--- src/svalloc_pkg.sv ---
// ----------------------------------------------------------------------------
// Sound voice allocator package
// Request, response and voice entry types, function codes and time limits.
// ----------------------------------------------------------------------------
package svalloc_pkg;

  localparam int unsigned EntW  = 10;
  localparam int unsigned SubW  = 8;
  localparam int unsigned LenW  = 24;
  localparam int unsigned TimeW = 31;
  localparam int unsigned RelW  = 5;
  localparam int unsigned LeftW = TimeW + 1;

  localparam logic [1:0] FUNC_ALLOC    = 2'd0;
  localparam logic [1:0] FUNC_RELEASE  = 2'd1;
  localparam logic [1:0] FUNC_STOP_ALL = 2'd2;

  localparam logic [TimeW-1:0]        TIME_MAX  = 31'h7fffffff;
  localparam logic signed [LeftW-1:0] LEFT_INIT = 32'sh7fffffff;
  localparam logic [EntW-1:0]         PLAYER_RESET = 10'd1;

  typedef struct packed {
    logic [1:0]       func;
    logic [EntW-1:0]  entity;
    logic [SubW-1:0]  sub_channel;
    logic [LenW-1:0]  sound_length;
    logic [TimeW-1:0] now;
    logic [RelW-1:0]  release_index;
  } req_t;

  typedef struct packed {
    logic            granted;
    logic [RelW-1:0] voice_index;
    logic            overrode_same_owner;
  } rsp_t;

  typedef struct packed {
    logic [EntW-1:0]  entity;
    logic [SubW-1:0]  sub_channel;
    logic [TimeW-1:0] end_time;
    logic             active;
  } voice_t;

  localparam int unsigned VoiceW = $bits(voice_t);

endpackage

--- src/sound_voice_allocator_unit.sv ---
// ----------------------------------------------------------------------------
// Sound voice allocator
// Voice-stealing allocator over a table of mixer voices held in one RAM.
// ----------------------------------------------------------------------------
// An allocate transaction scans the voice RAM one entry per cycle and ends
// with the result strobe; a same-owner hit ends the scan early. The single
// RAM read port sets this rate. Release, stop-all and unused codes finish
// without a scan and without raising busy. Each result is on rsp_o for
// exactly one cycle with done_o high and cannot be held off; a new
// transaction may start while it shows.
module sound_voice_allocator_unit #(
  parameter int unsigned VOICES = 32
) (
  input  logic                clk_i,
  input  logic                rst_ni,
  input  logic                start,
  input  svalloc_pkg::req_t   req_i,
  output logic                busy,
  input  logic                cfg_we_i,
  input  logic [9:0]          cfg_wdata_i,
  output logic                done_o,
  output svalloc_pkg::rsp_t   rsp_o
);
  import svalloc_pkg::*;

  localparam int unsigned IdxW = $clog2(VOICES);
  localparam int unsigned CntW = $clog2(VOICES + 1);
  localparam logic [IdxW-1:0] LastIdx = IdxW'(VOICES - 1);

  localparam logic [1:0] ST_IDLE  = 2'd0;
  localparam logic [1:0] ST_SCAN  = 2'd1;
  localparam logic [1:0] ST_WRITE = 2'd2;

  logic [1:0]              state_q, state_d;
  req_t                    req_q, req_d;
  logic [EntW-1:0]         player_q, player_d;
  logic [VOICES-1:0]       valid_q, valid_d;
  logic [CntW-1:0]         rd_cnt_q, rd_cnt_d;
  logic [IdxW-1:0]         cmp_idx_q, cmp_idx_d;
  logic                    rd_valid_q, rd_valid_d;
  logic [IdxW-1:0]         pick_q, pick_d;
  logic                    found_q, found_d;
  logic                    same_q, same_d;
  logic signed [LeftW-1:0] best_q, best_d;
  logic                    done_q, done_d;
  rsp_t                    rsp_q, rsp_d;

  logic [IdxW-1:0]         raddr;
  logic                    ram_we;
  voice_t                  wdata;
  logic [VoiceW-1:0]       rdata;
  voice_t                  cur;
  logic                    same_hit;
  logic                    protect;
  logic signed [LeftW-1:0] left;
  logic                    better;
  logic [LeftW-1:0]        end_sum;
  logic [TimeW-1:0]        end_new;

  svalloc_ram #(
    .Width(VoiceW),
    .Depth(VOICES)
  ) u_voice_ram (
    .clk_i  (clk_i),
    .we_i   (ram_we),
    .waddr_i(pick_q),
    .wdata_i(wdata),
    .raddr_i(raddr),
    .rdata_o(rdata)
  );

  assign cur      = rd_valid_q ? voice_t'(rdata) : '0;
  assign same_hit = (req_q.sub_channel != '0) && (cur.entity == req_q.entity)
                    && (cur.sub_channel == req_q.sub_channel);
  assign protect  = (cur.entity == player_q) && (req_q.entity != player_q) && cur.active;
  assign left     = signed'({1'b0, cur.end_time}) - signed'({1'b0, req_q.now});
  assign better   = !protect && (left < best_q);
  assign end_sum  = {1'b0, req_q.now} + LeftW'(req_q.sound_length);
  assign end_new  = end_sum[LeftW-1] ? TIME_MAX : end_sum[TimeW-1:0];

  always_comb begin
    wdata.entity      = req_q.entity;
    wdata.sub_channel = req_q.sub_channel;
    wdata.end_time    = end_new;
    wdata.active      = 1'b1;
  end

  always_comb begin
    state_d    = state_q;
    req_d      = req_q;
    player_d   = player_q;
    valid_d    = valid_q;
    rd_cnt_d   = rd_cnt_q;
    pick_d     = pick_q;
    found_d    = found_q;
    same_d     = same_q;
    best_d     = best_q;
    done_d     = 1'b0;
    rsp_d      = '0;
    ram_we     = 1'b0;
    raddr      = (32'(rd_cnt_q) < VOICES) ? rd_cnt_q[IdxW-1:0] : '0;
    cmp_idx_d  = raddr;
    rd_valid_d = valid_q[raddr];

    if (cfg_we_i) begin
      player_d = cfg_wdata_i;
    end

    unique case (state_q)
      ST_IDLE: begin
        if (start) begin
          req_d = req_i;
          unique case (req_i.func)
            FUNC_ALLOC: begin
              state_d  = ST_SCAN;
              rd_cnt_d = CntW'(1);
              best_d   = LEFT_INIT;
              found_d  = 1'b0;
              same_d   = 1'b0;
              pick_d   = '0;
            end
            FUNC_RELEASE: begin
              if (32'(req_i.release_index) < VOICES) begin
                valid_d[IdxW'(req_i.release_index)] = 1'b0;
                rsp_d.granted = 1'b1;
              end
              rsp_d.voice_index = req_i.release_index;
              done_d = 1'b1;
            end
            FUNC_STOP_ALL: begin
              valid_d       = '0;
              rsp_d.granted = 1'b1;
              done_d        = 1'b1;
            end
            default: begin
              done_d = 1'b1;
            end
          endcase
        end
      end
      ST_SCAN: begin
        if (32'(rd_cnt_q) < VOICES) begin
          rd_cnt_d = rd_cnt_q + CntW'(1);
        end
        if (same_hit) begin
          pick_d   = cmp_idx_q;
          same_d   = 1'b1;
          found_d  = 1'b1;
          rd_cnt_d = '0;
          state_d  = ST_WRITE;
        end else begin
          if (better) begin
            best_d  = left;
            pick_d  = cmp_idx_q;
            found_d = 1'b1;
          end
          if (cmp_idx_q == LastIdx) begin
            rd_cnt_d = '0;
            if (better || found_q) begin
              state_d = ST_WRITE;
            end else begin
              state_d = ST_IDLE;
              done_d  = 1'b1;
            end
          end
        end
      end
      ST_WRITE: begin
        ram_we                    = 1'b1;
        valid_d[pick_q]           = 1'b1;
        done_d                    = 1'b1;
        rsp_d.granted             = 1'b1;
        rsp_d.voice_index         = RelW'(pick_q);
        rsp_d.overrode_same_owner = same_q;
        state_d                   = ST_IDLE;
      end
      default: begin
        state_d = ST_IDLE;
      end
    endcase
  end

  always_ff @(posedge clk_i or negedge rst_ni) begin
    if (!rst_ni) begin
      state_q    <= ST_IDLE;
      player_q   <= PLAYER_RESET;
      valid_q    <= '0;
      rd_cnt_q   <= '0;
      cmp_idx_q  <= '0;
      rd_valid_q <= 1'b0;
      found_q    <= 1'b0;
      same_q     <= 1'b0;
      done_q     <= 1'b0;
    end else begin
      state_q    <= state_d;
      player_q   <= player_d;
      valid_q    <= valid_d;
      rd_cnt_q   <= rd_cnt_d;
      cmp_idx_q  <= cmp_idx_d;
      rd_valid_q <= rd_valid_d;
      found_q    <= found_d;
      same_q     <= same_d;
      done_q     <= done_d;
    end
  end

  always_ff @(posedge clk_i) begin
    req_q  <= req_d;
    pick_q <= pick_d;
    best_q <= best_d;
    rsp_q  <= rsp_d;
  end

  assign busy   = (state_q != ST_IDLE);
  assign done_o = done_q;
  assign rsp_o  = rsp_q;

  a_done_idle: assert property (@(posedge clk_i) disable iff (!rst_ni)
    done_o |-> !busy)
    else $error("result strobe while a scan is running");

  a_write_done: assert property (@(posedge clk_i) disable iff (!rst_ni)
    (state_q == ST_WRITE) |=> done_o && rsp_o.granted && !busy)
    else $error("voice write not followed by a granted result");

  a_same_granted: assert property (@(posedge clk_i) disable iff (!rst_ni)
    (done_o && rsp_o.overrode_same_owner) |-> rsp_o.granted)
    else $error("same-owner override without grant");

  a_stop_all: assert property (@(posedge clk_i) disable iff (!rst_ni)
    (start && !busy && req_i.func == FUNC_STOP_ALL) |=> done_o && (valid_q == '0))
    else $error("stop-all left voices valid");

endmodule

--- src/svalloc_ram.sv ---
// ----------------------------------------------------------------------------
// Generic RAM
// One write port and one read port, read data registered.
// ----------------------------------------------------------------------------
module svalloc_ram #(
  parameter int unsigned Width = 8,
  parameter int unsigned Depth = 32
) (
  input  logic                     clk_i,
  input  logic                     we_i,
  input  logic [$clog2(Depth)-1:0] waddr_i,
  input  logic [Width-1:0]         wdata_i,
  input  logic [$clog2(Depth)-1:0] raddr_i,
  output logic [Width-1:0]         rdata_o
);

  logic [Width-1:0] mem_q [Depth];
  logic [Width-1:0] rdata_q;

  always_ff @(posedge clk_i) begin
    if (we_i) begin
      mem_q[waddr_i] <= wdata_i;
    end
    rdata_q <= mem_q[raddr_i];
  end

  assign rdata_o = rdata_q;

endmodule
--- config.mk ---
export PLATFORM = sky130hd
export DESIGN_NAME = sound_voice_allocator_unit
export DESIGN_NICKNAME = d
export VERILOG_FILES = /design/src/svalloc_pkg.sv /design/src/sound_voice_allocator_unit.sv /design/src/svalloc_ram.sv
export SDC_FILE = /design/constraint.sdc
export NUM_CORES = 2
export LEC_CHECK = 0
export BUFFER_PORTS_ARGS = -buffer_cell sky130_fd_sc_hd__buf_2
export CAP_MARGIN = 20
export CORE_UTILIZATION = 46
export DETAILED_ROUTE_END_ITERATION = 6
export SYNTH_ARGS = -nofsm -noshare
export SYNTH_HDL_FRONTEND = slang
export SYNTH_HIERARCHICAL = 1
export SYNTH_SLANG_ARGS = --single-unit
--- constraint.sdc ---
create_clock -name clk_i -period 10.05 [get_ports clk_i]
set_input_delay 2.01 -clock clk_i [delete_from_list [all_inputs] [get_ports clk_i]]
set_output_delay 2.01 -clock clk_i [all_outputs]
set_load 0.01 [all_outputs]
==> flow_summary.ini <==
[yosys]
netlist_instances = 4690
avgSynthCellArea_sq_um = 15.96
ys_warn_count = 6
ys_types = 90
syn_area_sq_um = 74840
ys_seq_area_frac = 0.7211
dominantRegCellSynth = edfxtp_1
synth-edff-count = 1710
synth_top_area_share = 0.6861
yosys.area.top_type = edfxtp_1
yosys_register_bits = 1826
synth_area_leaders = edfxtp_1, mux2i_1, dfrtp_1
async_flop_share = 0.03231

[setup_path]
worstRegToRegCells = 20
worstPathRequired_ns = 10.62
worstReg2RegEnd = best_q[25]
r2r_setup_slack_ns = 4.09
critical_path_class = flop to flop
r2r-start = rd_valid_q
path_max_fanout = 32
cp-end-kind = flop
critPathLaunchType = flop
startpoint = rd_valid_q
crit_end = best_q[25]
crit_arrival_ns = 6.53

[sta]
max_clock_freq_ghz = 0.1677
setup_slack_ns = 4.088
whs_ns = 0.5016
clock_skew_ns = 0.03150
drv_slew = 0
relSlewSlack = 0.2293
rsz0062_at_grt = no
final-hold-violation-count = 0
fin_crit_sh = 0.5932
setup_tns_ns = 0
period_minus_slack_ns = 5.962
setup_viol = 0
tightest_slew_ns = 1.153

[finish]
fillCellCount = 13080
area_growth_pct = 12.55
seqCellArea_sq_um = 53970
multi_input_area_sq_um = 19540
drive_gt1_frac = 0.1134
fin_nets = 5077
final_cell_mix = edfxtp_1, mux2i_1, a21oi_1
final_common_cell = edfxtp_1

[job]
max_cap_violations = 0

[floorplan]
row_count = 147
start_util = 0.4645
coreArea_sq_um = 161100
ios = 103
die_area_sq_um = 164300
dieWidth_microns = 405.4
die_y_microns = 405.4

[route]
drt-initial-drc-count = 4439
wl_microns = 200900
vias_per_cell = 5.851
routedWlPerCell_microns = 27.87
drt_pre_antenna_iters = 5
ant_nets = 0
drcViolationCount = 0
num_vias = 42180

[power_and_ir_drop]
leakage_nw = 30.33
p_per_area_nw_per_um2 = 268.4
ir_worst_vdd_mv = 0.2511

[global_routing]
grt_pass1_wl_microns = 285300
grt_pass1_vias = 40960
grt-ovfl-total = 0
grt_use_total = 0.2430
grt_max_degree = 108
antenna_found_initial = 6

[clock_tree]
h-tree-depth = 4
clk_pin_slew_ns = 0.06
cts-root-buf = clkbuf_16
cts_setup_buffers = 0
ctsResizeCount = 0
numCtsBuffers = 187
cts_tree = yes
cts.path.max_buffers = 3
cts_num_sinks = 1826
clock_latency_ns = 0.85
holdBufCountCts = 0

[placed_design]
gp_congestion = 0.8642
pre_cts_ws_ns = 3.766
hpwl_microns = 106300
portBuffers = 102

[worst_hold_path]
worst_hold_path_type = flop to flop

[status]
status = completed
[through the flow]
stage,util,area [sq um],total power [W],std cells
6_report,0.5228,84240,0.02261,7209
5_1_grt,0.5228,84230,0.02349,7207
4_1_cts,0.5206,83880,0.02260,7190
3_5_place_dp,0.4839,77970,0.01594,6846
3_3_place_gp,0.4836,77920,0.01588,6844
2_1_floorplan,-,74960,0.01402,4721
[layout make-up]
| class | count | share of cell area |
|---|---|---|
| clock buffers | 238 | 0.05941 |
| diodes | 3 | 0.00008912 |
| repair buffers | 220 | 0.02100 |
| flip-flops and latches | 1826 | 0.6407 |
| inverters | 89 | 0.004055 |
| clock inverters | 106 | 0.01069 |
| well taps | 2160 | 0.03208 |
| multi-input cells | 2567 | 0.2320 |
[cells in the mapped netlist, drive strengths merged (10+ instances only)]
cell type / instances
mux2i: 809
mux2: 10
inv: 89
nand2: 237
o21ai: 118
nor3: 61
a31oi: 59
nor2b: 18
and2: 43
edfxtp: 1710
a22oi: 158
dfrtp: 58
nand3b: 17
buf: 116
nor2: 95
clkbuf: 123
a22o: 103
a21o: 40
ha: 90
dfxtp: 57
xor2: 31
xnor2: 34
nand2b: 39
a21oi: 243
and3: 13
nand3: 172
nor3b: 10
[critical path, stage by stage (launching register included)]
cell	delay, ns
dfrtp_2	0.60
and2_1	0.24
ha_1	0.40
nand4_1	0.25
nor4_1	0.38
o211ai_1	0.24
a21boi_1	0.40
o21ai_2	0.11
a31oi_2	0.23
a31oi_1	0.18
xnor2_1	0.16
ha_1	0.30
and4_1	0.24
and4_1	0.26
nand2_1	0.07
a21oi_1	0.12
o211ai_1	0.16
a31oi_1	0.64
a41o_1	0.34
o21ai_4	0.15
buf_12	0.19
[per-layer routing]
metal | share of wire | GRT usage | wire length, microns
met5 | 0.000065 | 0 | 13
met2 | 0.47 | 0.3904 | 95200
met3 | 0.074 | 0.04943 | 14870
met4 | 0.023 | 0.06758 | 4667
met1 | 0.43 | 0.3355 | 86150
[cell families after synthesis]
family | after synthesis | share of synthesized area
flops | 1826 | 0.7211
compound gates | 803 | 0.07115
xor+xnor | 65 | 0.007607
simple gates | 750 | 0.04898
other cells | 1 | 0.00005010
buf+inv | 328 | 0.02404
fa+ha+maj | 92 | 0.01558
mux | 825 | 0.1115
[flip-flops by register name (all words and copies together), names as in the netlist, 6 cells and up]
| signal | flops |
|---|---|
| u_voice_ram/mem_q | 1600 |
| req_q | 73 |
| u_voice_ram/rdata_o | 50 |
| best_q | 32 |
| valid_q | 32 |
| player_q | 10 |
| rsp_o | 7 |
| rd_cnt_q | 6 |
[where the power goes]
part / total (W) / leakage [nW] / switching, W / internal [W]
Combinational: 0.00685 / 10.8 / 0.00436 / 0.00249
Clock: 0.00670 / 2.90 / 0.00290 / 0.00380
Sequential: 0.00906 / 16.6 / 0.000216 / 0.00884
[worst min-delay path by stage]
stage,from,to,slack (ns),cells after the start
global placement,valid_q[0],valid_q[0],0.48,2
finish,valid_q[8],valid_q[8],0.50,2
global route,same_q,rsp_o[0],0.52,1
floorplan,same_q,rsp_o[0],0.45,1
CTS,same_q,rsp_o[0],0.50,1
detailed placement,same_q,rsp_o[0],0.49,1
No activity file was read; power rests on OpenSTA's default activity.
